$ cat config.mk
export PLATFORM = sky130hd
export DESIGN_NAME = hidden_image_alpha_compose
export DESIGN_NICKNAME = d
export VERILOG_FILES = /design/src/design/hiac_pkg.sv /design/src/design/hiac_front.sv /design/src/design/hiac_queue.sv /design/src/design/hiac_back.sv /design/src/design/hidden_image_alpha_compose.sv
export SDC_FILE = /design/constraint.sdc
export NUM_CORES = 1
export LEC_CHECK = 0
export BUFFER_PORTS_ARGS = -buffer_cell sky130_fd_sc_hd__buf_4
export CAP_MARGIN = 20
export CORE_MARGIN = 5
export CORE_UTILIZATION = 70
export CTS_CLUSTER_DIAMETER = 200
export DETAILED_ROUTE_END_ITERATION = 16
export PLACE_DENSITY = 0.88
export SLEW_MARGIN = 20
export SYNTH_ARGS = -nofsm -noshare
export SYNTH_HDL_FRONTEND = slang
export SYNTH_HIERARCHICAL = 1
export SYNTH_SLANG_ARGS = --single-unit
export TNS_END_PERCENT = 50
$ cat constraint.sdc
create_clock -name aclk -period 10.25 [get_ports aclk]
set_input_delay 1.025 -clock aclk [delete_from_list [all_inputs] [get_ports aclk]]
set_output_delay 1.025 -clock aclk [all_outputs]
set_load 0.02 [all_outputs]
$ cat src/design/hiac_pkg.sv
// ----------------------------------------------------------------------------
// hiac_pkg
// shared item type, constants and a helper function for the hidden image alpha
// composite block
// ----------------------------------------------------------------------------
package hiac_pkg;

    localparam int unsigned PIX_W       = 8;
    localparam int unsigned HALF_W      = PIX_W - 1;
    localparam int unsigned QUEUE_DEPTH = 4;
    localparam int unsigned NUM_W       = 15;
    localparam int unsigned DIV_STAGES  = PIX_W;

    localparam logic [16:0] RECIP_10    = 17'd52429;
    localparam logic [PIX_W:0] ALPHA_OFS = 9'd127;

    // one classified pixel pair on its way to the divider
    typedef struct packed {
        logic [HALF_W-1:0] under_half;
        logic [PIX_W-1:0]  alpha;
        logic              frame_end;
    } item_t;

    // floor(n / 10) for n below 1531, reciprocal multiply
    function automatic logic [PIX_W-1:0] div10(input logic [10:0] n);
        logic [27:0] p;
        p = {17'd0, n} * {11'd0, RECIP_10};
        return p[26:19];
    endfunction

endpackage

$ cat src/design/hiac_front.sv
// ----------------------------------------------------------------------------
// hiac_front
// accepts pixel pairs, forms the two greys and the composite alpha
// ----------------------------------------------------------------------------
module hiac_front (
    input  logic                  aclk,
    input  logic                  aresetn,
    input  logic                  in_valid,
    output logic                  in_ready,
    input  logic [7:0]            above_blue,
    input  logic [7:0]            above_green,
    input  logic [7:0]            above_red,
    input  logic [7:0]            under_blue,
    input  logic [7:0]            under_green,
    input  logic [7:0]            under_red,
    input  logic                  frame_end,
    output logic                  out_valid,
    input  logic                  out_ready,
    output hiac_pkg::item_t       out_item
);

    // stage 1: per channel tenths
    logic       v1_reg;
    logic [7:0] ab_reg, ag_reg, ar_reg, ub_reg, ug_reg, ur_reg;
    logic       fe1_reg;
    // stage 2: classified item
    logic            v2_reg;
    hiac_pkg::item_t item_reg;
    hiac_pkg::item_t item_next;

    logic rdy1, rdy2;
    logic [7:0] grey_a, grey_u;
    logic [8:0] alpha_w;

    assign rdy2     = !v2_reg || out_ready;
    assign rdy1     = !v1_reg || rdy2;
    assign in_ready = rdy1;

    always_comb begin
        grey_a  = ab_reg + ag_reg + ar_reg;
        grey_u  = ub_reg + ug_reg + ur_reg;
        alpha_w = {2'd0, grey_u[7:1]} + hiac_pkg::ALPHA_OFS - {2'd0, grey_a[7:1]};
        item_next.under_half = grey_u[7:1];
        item_next.alpha      = alpha_w[7:0];
        item_next.frame_end  = fe1_reg;
    end

    always_ff @(posedge aclk) begin
        if (!aresetn) begin
            v1_reg <= 1'b0;
            v2_reg <= 1'b0;
        end else begin
            if (rdy1) begin
                v1_reg <= in_valid;
            end
            if (rdy2) begin
                v2_reg <= v1_reg;
            end
        end
    end

    always_ff @(posedge aclk) begin
        if (rdy1 && in_valid) begin
            ab_reg  <= hiac_pkg::div10({3'd0, above_blue});
            ag_reg  <= hiac_pkg::div10({1'b0, above_green, 2'b00} + {2'd0, above_green, 1'b0});
            ar_reg  <= hiac_pkg::div10({2'd0, above_red, 1'b0} + {3'd0, above_red});
            ub_reg  <= hiac_pkg::div10({3'd0, under_blue});
            ug_reg  <= hiac_pkg::div10({1'b0, under_green, 2'b00} + {2'd0, under_green, 1'b0});
            ur_reg  <= hiac_pkg::div10({2'd0, under_red, 1'b0} + {3'd0, under_red});
            fe1_reg <= frame_end;
        end
        if (rdy2 && v1_reg) begin
            item_reg <= item_next;
        end
    end

    assign out_valid = v2_reg;
    assign out_item  = item_reg;

endmodule

$ cat src/design/hiac_queue.sv
// ----------------------------------------------------------------------------
// hiac_queue
// short item queue between the front and the divider
// ----------------------------------------------------------------------------
module hiac_queue #(
    parameter int unsigned DEPTH = hiac_pkg::QUEUE_DEPTH
) (
    input  logic            aclk,
    input  logic            aresetn,
    input  logic            in_valid,
    output logic            in_ready,
    input  hiac_pkg::item_t in_item,
    output logic            out_valid,
    input  logic            out_ready,
    output hiac_pkg::item_t out_item
);

    localparam int unsigned PTR_W = (DEPTH > 1) ? $clog2(DEPTH) : 1;
    localparam int unsigned CNT_W = $clog2(DEPTH + 1);
    localparam logic [CNT_W-1:0] FULL = CNT_W'(DEPTH);

    hiac_pkg::item_t slot_reg [DEPTH];
    logic [PTR_W-1:0] wptr_reg, rptr_reg;
    logic [CNT_W-1:0] count_reg, count_next;
    logic push, pop;

    assign in_ready  = count_reg != FULL;
    assign out_valid = count_reg != '0;
    assign push      = in_valid && in_ready;
    assign pop       = out_valid && out_ready;
    assign out_item  = slot_reg[rptr_reg];

    always_comb begin
        count_next = count_reg;
        if (push && !pop) begin
            count_next = count_reg + 1'b1;
        end else if (pop && !push) begin
            count_next = count_reg - 1'b1;
        end
    end

    function automatic logic [PTR_W-1:0] bump(input logic [PTR_W-1:0] p);
        logic [PTR_W-1:0] r;
        if (p == PTR_W'(DEPTH - 1)) begin
            r = '0;
        end else begin
            r = p + 1'b1;
        end
        return r;
    endfunction

    always_ff @(posedge aclk) begin
        if (!aresetn) begin
            wptr_reg  <= '0;
            rptr_reg  <= '0;
            count_reg <= '0;
        end else begin
            count_reg <= count_next;
            if (push) begin
                wptr_reg <= bump(wptr_reg);
            end
            if (pop) begin
                rptr_reg <= bump(rptr_reg);
            end
        end
    end

    always_ff @(posedge aclk) begin
        if (push) begin
            slot_reg[wptr_reg] <= in_item;
        end
    end

endmodule

$ cat src/design/hiac_back.sv
// ----------------------------------------------------------------------------
// hiac_back
// pipelined restoring divider, one quotient bit per stage, grey = u*255/alpha
// ----------------------------------------------------------------------------
module hiac_back (
    input  logic            aclk,
    input  logic            aresetn,
    input  logic            in_valid,
    output logic            in_ready,
    input  hiac_pkg::item_t in_item,
    output logic            out_valid,
    input  logic            out_ready,
    output logic [7:0]      out_grey,
    output logic [7:0]      out_alpha,
    output logic            out_frame_end
);

    localparam int unsigned NS    = hiac_pkg::DIV_STAGES;
    localparam int unsigned NW    = hiac_pkg::NUM_W;
    localparam int unsigned PW    = hiac_pkg::PIX_W;

    logic          vld_reg [NS];
    logic [NW-1:0] rem_reg [NS];
    logic [PW-1:0] den_reg [NS];
    logic [PW-1:0] quo_reg [NS];
    logic          fe_reg  [NS];

    logic          rdy     [NS+1];
    logic [NW-1:0] rem_in  [NS];
    logic [PW-1:0] den_in  [NS];
    logic [PW-1:0] quo_in  [NS];
    logic          fe_in   [NS];
    logic          vld_in  [NS];
    logic [NW-1:0] rem_out [NS];
    logic [PW-1:0] quo_out [NS];

    logic [NW-1:0] numer;

    assign numer = {in_item.under_half, 8'd0} - {8'd0, in_item.under_half};

    always_comb begin
        rdy[NS] = out_ready;
        for (int j = NS - 1; j >= 0; j--) begin
            rdy[j] = !vld_reg[j] || rdy[j+1];
        end
    end

    assign in_ready = rdy[0];

    always_comb begin
        logic [NW:0] trial;
        for (int j = 0; j < NS; j++) begin
            if (j == 0) begin
                vld_in[j] = in_valid;
                rem_in[j] = numer;
                den_in[j] = in_item.alpha;
                quo_in[j] = '0;
                fe_in[j]  = in_item.frame_end;
            end else begin
                vld_in[j] = vld_reg[j-1];
                rem_in[j] = rem_reg[j-1];
                den_in[j] = den_reg[j-1];
                quo_in[j] = quo_reg[j-1];
                fe_in[j]  = fe_reg[j-1];
            end
            trial      = {{(NW + 1 - PW){1'b0}}, den_in[j]} << (NS - 1 - j);
            rem_out[j] = rem_in[j];
            quo_out[j] = quo_in[j];
            if ({1'b0, rem_in[j]} >= trial) begin
                rem_out[j] = rem_in[j] - trial[NW-1:0];
                quo_out[j][NS-1-j] = 1'b1;
            end
        end
    end

    always_ff @(posedge aclk) begin
        if (!aresetn) begin
            for (int j = 0; j < NS; j++) begin
                vld_reg[j] <= 1'b0;
            end
        end else begin
            for (int j = 0; j < NS; j++) begin
                if (rdy[j]) begin
                    vld_reg[j] <= vld_in[j];
                end
            end
        end
    end

    always_ff @(posedge aclk) begin
        for (int j = 0; j < NS; j++) begin
            if (rdy[j] && vld_in[j]) begin
                rem_reg[j] <= rem_out[j];
                den_reg[j] <= den_in[j];
                quo_reg[j] <= quo_out[j];
                fe_reg[j]  <= fe_in[j];
            end
        end
    end

    // zero opacity gives zero grey
    assign out_valid     = vld_reg[NS-1];
    assign out_grey      = (den_reg[NS-1] == '0) ? '0 : quo_reg[NS-1];
    assign out_alpha     = den_reg[NS-1];
    assign out_frame_end = fe_reg[NS-1];

endmodule

$ cat src/design/hidden_image_alpha_compose.sv
// ----------------------------------------------------------------------------
// hidden_image_alpha_compose
// grey and alpha of a composite pixel from a surface and a hidden pixel
//
//   channel   direction   handshake          payload
//   s_        in          s_valid/s_ready    above_*, under_* bgr, frame_end
//   m_        out         m_valid/m_ready    out_grey, out_alpha, out_frame_end
//
// one pixel pair per clock sustained while m_ready is high; stages: 2 front, queue, 8 divider
// the divider resolves one quotient bit per stage over 8 stages
// aresetn is synchronous, active low, and empties all stages and the queue
// a stalled m_ready backs up through divider, queue and front in turn
// ----------------------------------------------------------------------------
module hidden_image_alpha_compose #(
    parameter int unsigned QUEUE_DEPTH = hiac_pkg::QUEUE_DEPTH
) (
    input  logic       aclk,
    input  logic       aresetn,
    input  logic       s_valid,
    output logic       s_ready,
    input  logic [7:0] s_above_blue,
    input  logic [7:0] s_above_green,
    input  logic [7:0] s_above_red,
    input  logic [7:0] s_under_blue,
    input  logic [7:0] s_under_green,
    input  logic [7:0] s_under_red,
    input  logic       s_frame_end,
    output logic       m_valid,
    input  logic       m_ready,
    output logic [7:0] m_out_grey,
    output logic [7:0] m_out_alpha,
    output logic       m_out_frame_end
);

    logic            f_valid, f_ready;
    hiac_pkg::item_t f_item;
    logic            q_valid, q_ready;
    hiac_pkg::item_t q_item;

    hiac_front u_front (
        .aclk        (aclk),
        .aresetn     (aresetn),
        .in_valid    (s_valid),
        .in_ready    (s_ready),
        .above_blue  (s_above_blue),
        .above_green (s_above_green),
        .above_red   (s_above_red),
        .under_blue  (s_under_blue),
        .under_green (s_under_green),
        .under_red   (s_under_red),
        .frame_end   (s_frame_end),
        .out_valid   (f_valid),
        .out_ready   (f_ready),
        .out_item    (f_item)
    );

    hiac_queue #(
        .DEPTH (QUEUE_DEPTH)
    ) u_queue (
        .aclk      (aclk),
        .aresetn   (aresetn),
        .in_valid  (f_valid),
        .in_ready  (f_ready),
        .in_item   (f_item),
        .out_valid (q_valid),
        .out_ready (q_ready),
        .out_item  (q_item)
    );

    hiac_back u_back (
        .aclk          (aclk),
        .aresetn       (aresetn),
        .in_valid      (q_valid),
        .in_ready      (q_ready),
        .in_item       (q_item),
        .out_valid     (m_valid),
        .out_ready     (m_ready),
        .out_grey      (m_out_grey),
        .out_alpha     (m_out_alpha),
        .out_frame_end (m_out_frame_end)
    );

endmodule

### After elaboration in Yosys (flattened, before gate mapping)

Memory sizes are Yosys's and may differ from the RTL's. A register that Yosys moved wholly into a read port is not among the register bits.
Cells that the tools add are included.

| storage, ports and cells | value |
|---|---|
| register bits after elaboration | 68 |
| bits in writable memories | 328 |
| bits of input ports | 53 |
| output and inout bits | 19 |
| memories | 6 |

| operators by class | value |
|---|---|
| add/sub/neg operators | 23 |
| $mul | 6 |
| $lt $le $gt $ge | 8 |
| equality and inequality tests | 3 |
| multiplexer cells | 74 |
| bitwise logic cells | 8 |
| reduce and logical (&&, ||, !) cells | 38 |

Memory list:

| name | words | width | read ports | clocked after memory_dff | write ports | RTL line | text |
|---|---|---|---|---|---|---|---|
| u_back.rem_reg | 8 | 15 | 7 | 0 | 8 | hiac_back.sv:23 | `logic [NW-1:0] rem_reg [NS];` |
| u_back.den_reg | 8 | 8 | 8 | 0 | 8 | hiac_back.sv:24 | `logic [PW-1:0] den_reg [NS];` |
| u_back.quo_reg | 8 | 8 | 8 | 0 | 8 | hiac_back.sv:25 | `logic [PW-1:0] quo_reg [NS];` |
| u_queue.slot_reg | 4 | 16 | 1 | 1 | 1 | hiac_queue.sv:22 | `hiac_pkg::item_t slot_reg [DEPTH];` |
| u_back.fe_reg | 8 | 1 | 8 | 0 | 8 | hiac_back.sv:26 | `logic fe_reg [NS];` |
| u_back.vld_reg | 8 | 1 | 8 | 0 | 8 | hiac_back.sv:22 | `logic vld_reg [NS];` |

Operator list:

| operator | number |
|---|---|
| $mux 15 | 8 |
| $mul 11x16->27 const B | 4 |
| $mux 1 | 59 |
| $mul 8x16->24 const B | 2 |
| $add 10x9->11 | 2 |
| $add 9x8->10 | 2 |
| $add 5x8->8 | 2 |
| $add 8x8->8 | 2 |
| $ge 15x10->1 | 1 |
| $ge 15x11->1 | 1 |
| $ge 15x12->1 | 1 |
| $ge 15x13->1 | 1 |
| $ge 15x14->1 | 1 |
| $ge 15x15->1 | 1 |
| $ge 15x8->1 | 1 |
| $ge 15x9->1 | 1 |
| $sub 15x10->15 | 1 |
| $sub 15x11->15 | 1 |
| $sub 15x12->15 | 1 |
| $sub 15x13->15 | 1 |
| $sub 15x14->15 | 1 |
| $sub 15x15->15 | 1 |
| $sub 15x7->15 | 1 |
| $sub 15x8->15 | 1 |
| 18 further kinds | 63 |

### Longest topological paths before layout

Gate-level depths: netlist of run 1.
An unclocked memory read counts as a cell.

| depth | value |
|---|---|
| word-level depth | 14 |
| depth in mapped cells | 27 |
| gate-level depth less buffers | 27 |

### Cells and area by module

Netlist of run 1, hierarchy kept.

By module, submodules not included:

| module | times used | cells each | area each (um^2) |
|---|---|---|---|
| hiac_front | 1 | 1486 | 14865.5 |
| hiac_back | 1 | 877 | 11071.9 |
| hiac_queue | 1 | 135 | 2795.2 |

### Worst setup path after synthesis of run 1

OpenSTA, ideal clock, no wires.

| timing path | value |
|---|---|
| path type | in2reg |
| start point | input s_above_green[0] |
| end point | register u_front.ag_reg[5], data pin |
| data arrival time | 6.651 ns |
| required time | 9.992 ns |
| setup slack | 3.340 ns |
| cell stages on the path | 23 |
| cell sequence | ha_1 -> fa_1 -> a21o_1 -> a21oi_1 -> o21bai_1 -> a21o_1 -> a21oi_1 -> nor3_1 -> or2_2 -> fa_1 -> inv_1 -> fa_1 -> fa_1 -> fa_1 -> ha_1 -> and3_1 -> a221o_1 -> a21o_1 -> a211oi_1 -> o31a_1 -> o21bai_1 -> a21oi_1 -> xnor2_1 |

| on the way | value |
|---|---|
| cells in the longest elaborated chain, start to end | 2 |

Ends and longest elaborated chain:

| what | RTL line | text |
|---|---|---|
| start, declared | hidden_image_alpha_compose.sv:22 | `input logic [7:0] s_above_green,` |
| $add 10x9->11 | hiac_front.sv:65 | `ag_reg <= hiac_pkg::div10({1'b0, above_green, 2'b00} + {2'd0, above_green, 1'b0});` |
| $mul 11x16->27 | hiac_pkg.sv:27 | `p = {17'd0, n} * {11'd0, RECIP_10};` |
| end signal, assigned | hiac_front.sv:65 |  |
| end, declared | hiac_front.sv:24 | `logic [7:0] ab_reg, ag_reg, ar_reg, ub_reg, ug_reg, ur_reg;` |

Every way passes these cells.
A chain may end at the register's enable or synchronous reset.

### Worst setup path in the final report of run 1

| timing path | value |
|---|---|
| start point | input s_under_red[0] |
| end point | register u_front.ur_reg[6], data pin |

| on the way | value |
|---|---|
| cells in the longest elaborated chain, start to end | 2 |

Ends and longest elaborated chain:

| what | RTL line | text |
|---|---|---|
| start, declared | hidden_image_alpha_compose.sv:26 | `input logic [7:0] s_under_red,` |
| $add 9x8->10 | hiac_front.sv:69 | `ur_reg <= hiac_pkg::div10({2'd0, under_red, 1'b0} + {3'd0, under_red});` |
| $mul 11x16->27 | hiac_pkg.sv:27 |  |
| end signal, assigned | hiac_front.sv:69 |  |
| end, declared | hiac_front.sv:24 |  |

Every way passes these cells.

==> results of run 1 <==
## cells in the mapped netlist, types with 28 or more instances
library cell,instances,area [µm²]
nor2b_1,35,219.0
inv_1,478,1794
xnor2_1,91,797.0
fa_1,177,3543
nor2_1,100,375.4
nand2_1,78,292.8
xor2_1,50,437.9
ha_1,496,6206
o21ai_0,75,375.4
o21a_1,32,240.2
edfxtp_1,341,10240
nand2b_1,28,175.2
a21oi_1,98,490.5
a21o_1,53,397.9
## layout make-up
class	count	area, µm²	area share, %
inverter	478	1794	5.772
clock buffer	42	975.9	3.139
multi-input combinational	1651	16400	52.75
tap	532	665.6	2.141
sequential	353	10480	33.71
clock inverter	21	163.9	0.5273
timing repair buffer	81	608.1	1.956
## stage by stage
step                      std cells  cell area (µm²)  hold WS [ns]  util [%]  setup slack, ns
after floorplan                2498            28730        0.4003         -            3.340
after global placement         3095            29940        0.4007     73.50            2.950
after detailed placement       3095            29940        0.4045     73.50            2.725
after CTS                      3158            31080        0.4060     76.29            3.231
after global routing           3158            31090        0.4250     76.31            2.862
final                          3158            31090        0.4053     76.31            3.124
## kinds of logic (layout without fill, tap and decap cells)
| family | count (synthesis) | after routing | synth area share [%] |
|---|---|---|---|
| adders and majority gates | 673 | 673 | 33.93 |
| buffers and inverters | 494 | 622 | 6.541 |
| and+or+nand+nor | 408 | 408 | 7.425 |
| AOI/OAI and AO/OA | 387 | 387 | 9.097 |
| DFF | 353 | 353 | 36.47 |
| xor gates and xnor gates | 141 | 141 | 4.298 |
| muxes | 42 | 42 | 2.234 |
## critical path, stage by stage
cell	delay, ns
buf_4	0.16
ha_1	0.23
fa_1	0.40
a21oi_1	0.15
nor2_1	0.07
o21a_1	0.20
o21a_1	0.17
nor2_1	0.11
xnor2_1	0.20
nor2b_1	0.14
fa_1	0.55
inv_1	0.09
fa_1	0.54
inv_1	0.05
fa_1	0.50
inv_1	0.05
fa_1	0.50
inv_1	0.04
ha_1	0.30
a211oi_1	0.23
o21ai_0	0.12
a222oi_1	0.55
a21oi_1	0.27
o41ai_4	0.37
o21ai_1	0.17
nor2_1	0.15
xnor2_1	0.07
## metal layers
layer  GRT usage [%]  vias to the layer above  routed length, µm
li1                -                     8918                  -
met1           29.53                     9152              22170
met2           50.05                      492              31740
met3           2.966                      169               2066
met4           8.938                        0               2146
met5               0                        -                  0
## worst max path at each step
stage,end,depth (start not counted)
final,u_front/ur_reg[6]$_DFFE_PP_,27
after global routing,u_front/ur_reg[6]$_DFFE_PP_,27
after CTS,u_front/ur_reg[6]$_DFFE_PP_,27
after detailed placement,u_front/ur_reg[6]$_DFFE_PP_,27
after global placement,u_front/ag_reg[5]$_DFFE_PP_,24
after floorplan,u_front/ag_reg[5]$_DFFE_PP_,23
==> flow_summary.yaml, run 1 <==
outcome:
  status: "completed"
die:
  die_area_um2: 45200
  die_h_um: 212.6
  rows: 74
  initial_core_util_pct: 70.53
  core-area_um2: 40740
  die_w_um: 212.6
  io_pins: 72
finish:
  largest_reg_flops: 105
  fillers: 2418
  layout-drive-gt1-share_pct: 8.111
  layout_commonest_cell: "ha_1"
  antenna_cells: 0
  area_growth_pct: 8.191
  nNetsFinal: 3327
  final_cell_mix: "496 x ha_1, 478 x inv_1, 341 x edfxtp_1"
global_routing:
  grt_max_degree: 42
  globalRoute.totalOverflow: 0
  antenna_found_initial: 0
  grt.total_usage_pct: 25.89
  grt_pass1_wl_um: 95250
  grt_pass1_vias: 20065
setup_path:
  worst_setup_path_end_kind: "register"
  worst-setup-path-type: "in -> reg"
  start_kind: "primary input"
  r2r_end: "u_back/rem_reg[0][11]$_DFFE_PP_"
  arrival_ns: 7.40
  r2r_cells: 11
  critPathRequiredTime_ns: 10.52
  regToRegSetupSlack_ns: 5.11
  crit_start: "s_under_red[0]"
  crit_fanout: 7
yosys:
  syn-num-nets: 3224
  ys_seq_elements: 353
  synthDistinctLibCells: 86
  async_flop_share_pct: 0
  yosysSeqAreaShare_pct: 36.47
  avgSynthCellArea_um2: 11.50
  synth-edff-count: 341
  syn_area_um2: 28730
  synthFlopType: "edfxtp_1"
  synth_cells: 2498
  ys_warn_count: 6
timing:
  finalSetupTns_ns: 0
  timing.final.crit_share_pct: 69.52
  finalSetupViolations: 0
  finalClockSkew_ns: 0.02241
  worstMarginPinSlew_ns: 1.020
  fmax_ghz: 0.1403
  rsz0062_at_grt: "no"
  slew_viol_final: 0
  finalHoldViolCount: 0
  relSlewSlack_pct: 31.84
  post-route-min-period_ns: 7.126
hold_path:
  worstHoldPathCells: 0
  min_from: "u_back/quo_reg[0][7]$_DFFE_PP_"
  worstHoldEndpoint: "u_back/quo_reg[0][15]$_DFFE_PP_"
  hp-class: "reg -> reg"
clocking:
  cts_buffer_depth: 3
  numCtsBuffers: 36
  cts_hold_buf: 0
  insertion_delay_ns: 0.53
  cts_setup_buffers: 0
  cts_resized: 0
  clk_pin_slew_ns: 0.06
  clkSinkCount: 353
  cts_root_buffer: "clkbuf_16"
  h-tree-depth: 2
  cts_tree: "built"
placement:
  dpl.hpwl_um: 45820
  place_congestion: 0.9132
  io_buffers: 71
detailed_routing:
  vias_per_cell: 5.931
  drc: 0
  drt_iter0_markers: 1053
  firstDrtPassIters: 5
  wl_per_cell_um: 18.41
  via_count: 18731
  routed_wl_um: 58130
  postRouteAntennaNets: 0
job:
  drv_cap: 0
Power of run 1 is left out: the tool's default activity adds up to more than one toggle a clock period on the data nets, which glitch-free logic cannot reach.
==> run 2: changes to the inputs <==
--- a/config.mk
+++ b/config.mk
@@ -8,10 +8,10 @@
 export BUFFER_PORTS_ARGS = -buffer_cell sky130_fd_sc_hd__buf_4
 export CAP_MARGIN = 20
 export CORE_MARGIN = 5
-export CORE_UTILIZATION = 70
+export CORE_UTILIZATION = 58
 export CTS_CLUSTER_DIAMETER = 200
 export DETAILED_ROUTE_END_ITERATION = 16
-export PLACE_DENSITY = 0.88
+export PLACE_DENSITY = 0.78
 export SLEW_MARGIN = 20
 export SYNTH_ARGS = -nofsm -noshare
 export SYNTH_HDL_FRONTEND = slang
==> constraint.sdc (replaced) <==
create_clock -name aclk -period 6.13 [get_ports aclk]
set_input_delay 0.613 -clock aclk [delete_from_list [all_inputs] [get_ports aclk]]
set_output_delay 0.613 -clock aclk [all_outputs]
set_load 0.02 [all_outputs]
==> flow_summary.yaml, run 2 (synthesized netlist as in run 1, its figures left out) <==
finish:
  layout-drive-gt1-share_pct: 15.27
  antenna_cells: 0
  layout_commonest_cell: "ha_1"
  final_cell_mix: "485 x ha_1, 472 x inv_1, 341 x edfxtp_1"
  nNetsFinal: 3477
  fillers: 3511
  layoutNonFillerInstCount: 3441
  largest_reg_flops: 105
  design_area_um2: 32700
  area_growth_pct: 13.81
global_routing:
  grt_max_degree: 42
  grt_pass1_wl_um: 92730
  globalRoute.totalOverflow: 0
  antenna_found_initial: 0
  grt.total_usage_pct: 20.44
  grt_pass1_vias: 20220
outcome:
  status: "completed"
clocking:
  cts_hold_buf: 0
  cts_buffer_depth: 3
  h-tree-depth: 2
  clkSinkCount: 353
  insertion_delay_ns: 0.53
  numCtsBuffers: 37
  clk_pin_slew_ns: 0.06
  cts_tree: "built"
  cts_root_buffer: "clkbuf_16"
hold_path:
  hp-class: "in -> reg"
die:
  rows: 81
  initial_core_util_pct: 58.70
  die_h_um: 232.6
  core-area_um2: 48950
  io_pins: 72
  die_area_um2: 54090
  die_w_um: 232.6
timing:
  finalSetupTns_ns: 0
  whs_ns: 0.2950
  timing.final.crit_share_pct: 96.91
  finalHoldViolCount: 0
  rsz0062_at_grt: "yes"
  slew_viol_final: 0
  fmax_ghz: 0.1683
  relSlewSlack_pct: 28.36
  post-route-min-period_ns: 5.941
  worstMarginPinSlew_ns: 1.075
  finalClockSkew_ns: 0.02128
  finalSetupViolations: 0
setup_path:
  cpPeakStageDelay_ns: 0.54
  worst-setup-path-type: "in -> reg"
  critPathRequiredTime_ns: 6.41
  crit_fanout: 4
  crit_start: "s_under_green[1]"
  start_kind: "primary input"
  crit_buf_inv: 5
  r2r_end: "u_back/rem_reg[0][11]$_DFFE_PP_"
  cp-endpoint: "u_front/ug_reg[7]$_DFFE_PP_"
  cp_num_cells: 26
  arrival_ns: 6.22
  critPathTopFamily: "adder cells"
  r2r_cells: 11
  worst_setup_path_end_kind: "register"
  regToRegSetupSlack_ns: 0.90
  crit_slowest_cell: "fa_2"
placement:
  io_buffers: 71
  dp.cells: 3358
  placed_cell_area_um2: 31230
  place_congestion: 0.9025
  dpl.hpwl_um: 44170
detailed_routing:
  postRouteAntennaNets: 0
  via_count: 18771
  firstDrtPassIters: 6
  wl_per_cell_um: 15.97
  drc: 0
  vias_per_cell: 5.455
  drt_iter0_markers: 776
  routed_wl_um: 54960
job:
  drv_cap: 0
## run 2: per-layer routing
layer	GRT usage [%]	share of wire, %	vias to the layer above
met1	24.13	41	9171
met5	0	0	-
met3	2.453	2.6	99
met2	39.42	54	290
met4	5.077	2.3	0
li1	-	-	9211
## run 2: final cells by class
class	count	area (µm²)	area share [%]
clock buffers	47	984.7	3.011
multi-input cells	1651	16740	51.18
clock inverters	18	126.4	0.3865
flip-flops and latches	353	10480	32.05
well taps	664	830.8	2.541
repair buffers	230	1745	5.338
inverters	478	1797	5.495
## run 2: metrics by stage
stage,utilization [%],worst slack [ns]
floorplan,-,-0.02799
global placement,63.80,-0.3640
detailed placement,63.80,-0.4786
CTS,66.07,0.04777
global route,66.80,-0.09010
finish,66.80,0.1891
## run 2: what timing repair did
item                       4_1_cts  5_1_grt
setup buffers                    0       18
gates resized for setup          0       50
setup endpoints to repair        0       19
## run 2: how the worst min path moves through the flow
stage	start	endpoint	slack [ns]	cells past startpoint
floorplan	u_back/fe_reg[0][0]$_DFFE_PP_	u_back/fe_reg[0][1]$_DFFE_PP_	0.40	0
global placement	u_back/fe_reg[1][1]$_DFFE_PP_	u_back/fe_reg[1][2]$_DFFE_PP_	0.40	0
detailed placement	u_back/fe_reg[0][2]$_DFFE_PP_	u_back/fe_reg[0][3]$_DFFE_PP_	0.40	0
CTS	s_frame_end	u_front/fe1_reg$_DFFE_PP_	0.28	1
global route	s_frame_end	u_front/fe1_reg$_DFFE_PP_	0.28	1
finish	s_frame_end	u_front/fe1_reg$_DFFE_PP_	0.30	1
Power of run 2 is left out for the same reason.
==> run 3: changes to the inputs <==
--- a/config.mk
+++ b/config.mk
@@ -12,6 +12,8 @@
 export CTS_CLUSTER_DIAMETER = 200
 export DETAILED_ROUTE_END_ITERATION = 16
 export PLACE_DENSITY = 0.78
+export RECOVER_POWER = 100
+export REMOVE_ABC_BUFFERS = 1
 export SLEW_MARGIN = 20
 export SYNTH_ARGS = -nofsm -noshare
 export SYNTH_HDL_FRONTEND = slang
==> flow_summary.yaml, run 3 (synthesized netlist as in run 1, its figures left out) <==
placement:
  dp.cells: 3386
  dp_slack_ns: -0.8779
  io_buffers: 71
  place_congestion: 0.8942
  dpl.hpwl_um: 45270
finish:
  layoutNonFillerInstCount: 3467
  largest_reg_flops: 105
  final_cell_mix: "482 x ha_1, 467 x inv_1, 341 x edfxtp_1"
  antenna_cells: 0
  layout_commonest_cell: "ha_1"
  nNetsFinal: 3502
  fillers: 3522
  area_growth_pct: 14.34
  layout-drive-gt1-share_pct: 15.02
detailed_routing:
  wl_per_cell_um: 16.24
  drc: 0
  vias_per_cell: 5.512
  via_count: 19111
  postRouteAntennaNets: 0
  firstDrtPassIters: 5
  drt_iter0_markers: 848
  routed_wl_um: 56290
die:
  initial_core_util_pct: 58.70
  die_h_um: 232.6
  io_pins: 72
  core-area_um2: 48950
  die_area_um2: 54090
  die_w_um: 232.6
  rows: 81
timing:
  finalSetupViolations: 0
  fmax_ghz: 0.1644
  worstMarginPinSlew_ns: 2.599
  slew_viol_final: 188
  post-route-min-period_ns: 6.082
  finalClockSkew_ns: 0.02826
  relSlewSlack_pct: -73.37
  rsz0062_at_grt: "yes"
  finalWorstSetupSlack_ns: 0.04777
  timing.final.crit_share_pct: 99.22
  finalHoldViolCount: 0
global_routing:
  antenna_found_initial: 0
  grt_max_degree: 42
  grt_pass1_wl_um: 94750
  globalRoute.totalOverflow: 0
  grt_pass1_vias: 20506
  grt.total_usage_pct: 20.89
hold_path:
  hp-class: "in -> reg"
  min_from: "s_frame_end"
  worstHoldPathCells: 1
  worstHoldEndpoint: "u_front/fe1_reg$_DFFE_PP_"
setup_path:
  r2r_end: "u_back/rem_reg[0][11]$_DFFE_PP_"
  crit_buf_inv: 2
  worst_setup_path_end_kind: "register"
  path_cells: "buf_4 -> ha_4 -> fa_2 -> a21o_1 -> a21oi_1 -> o21bai_1 -> a21o_1 -> a21oi_2 -> nor3_2 -> or2_4 -> fa_1 -> inv_1 -> fa_1 -> fa_1 -> fa_1 -> ha_4 -> and3_1 -> a221o_1 -> a21o_1 -> a211oi_4 -> o31a_1 -> o21bai_1 -> a21oi_1 -> xnor2_1"
  worst-setup-path-type: "in -> reg"
  critPathTopFamily: "adder cells"
  arrival_ns: 6.34
  crit_slowest_cell: "fa_1"
  r2r_cells: 13
  start_kind: "primary input"
  crit_fanout: 2
  regToRegSetupSlack_ns: 0.55
  critPathRequiredTime_ns: 6.39
  cpMostUsedCell: "fa_1"
  cpPeakStageDelay_ns: 0.56
clocking:
  numCtsBuffers: 36
  cts_tree: "built"
  cts_root_buffer: "clkbuf_16"
  cts_buffer_depth: 3
  h-tree-depth: 2
  insertion_delay_ns: 0.53
  clkSinkCount: 353
  clk_pin_slew_ns: 0.06
  cts_hold_buf: 0
outcome:
  violations: "capacitance limit, slew limit"
  status: "complete, but fails checks"
job:
  drv_cap: 6
-- run 3: changes by cell type in the layout (fill, tap and decap cells not counted), moves of 5 or more --
cell and delta:
and2_0 +14, and2_1 -11, and3_1 +5, clkbuf_1 +25, inv_1 -5, inv_2 +6
-- run 3: worst max-delay path by stage --
stage	startpoint	to	slack, ns	depth (start not counted)
2_1_floorplan	s_above_green[0]	u_front/ag_reg[5]$_DFFE_PP_	-0.37	23
3_3_place_gp	s_above_green[0]	u_front/ag_reg[7]$_DFFE_PP_	-0.63	23
3_5_place_dp	s_under_red[0]	u_front/ur_reg[6]$_DFFE_PP_	-0.88	27
4_1_cts	s_above_green[1]	u_front/ag_reg[5]$_DFFE_PP_	0.001	28
5_1_grt	s_above_green[0]	u_front/ag_reg[5]$_DFFE_PP_	-0.14	26
6_report	s_above_green[0]	u_front/ag_reg[5]$_DFFE_PP_	0.05	24
-- run 3: repair_timing --
item                                    in CTS  in global routing
pin swaps                                   24                 83
gates resized for setup                     31                 72
setup buffers                                5                 11
endpoints found under the setup margin      19                 24
-- run 3: per-stage QoR --
step	TNS, ns	cell area (µm²)	utilization (%)	hold WS (ns)
2_1_floorplan	-3.403	28650	-	0.4003
3_3_place_gp	-11.42	31300	63.94	0.4032
3_5_place_dp	-17.28	31300	63.94	0.4052
4_1_cts	0	32630	66.65	0.2973
5_1_grt	-0.7632	32850	67.11	0.3680
6_report	0	32850	67.11	0.3789
-- run 3: final cells by class --
class	count	area [µm²]	share of cell area, %
well taps	664	830.8	2.529
repair buffers	256	1838	5.595
multi-input cells	1651	16750	51.00
inverters	478	1794	5.461
clock buffers	48	975.9	2.971
flip-flops and latches	353	10480	31.90
clock inverters	17	178.9	0.5446
-- run 3: metal layers --
layer	vias to the layer above	GRT usage, %	routed length [µm]
li1	9258	-	-
met1	9410	24.09	22530
met2	321	40.96	30800
met3	122	2.270	1434
met4	0	5.501	1529
met5	-	0	0
Power of run 3 is left out for the same reason.
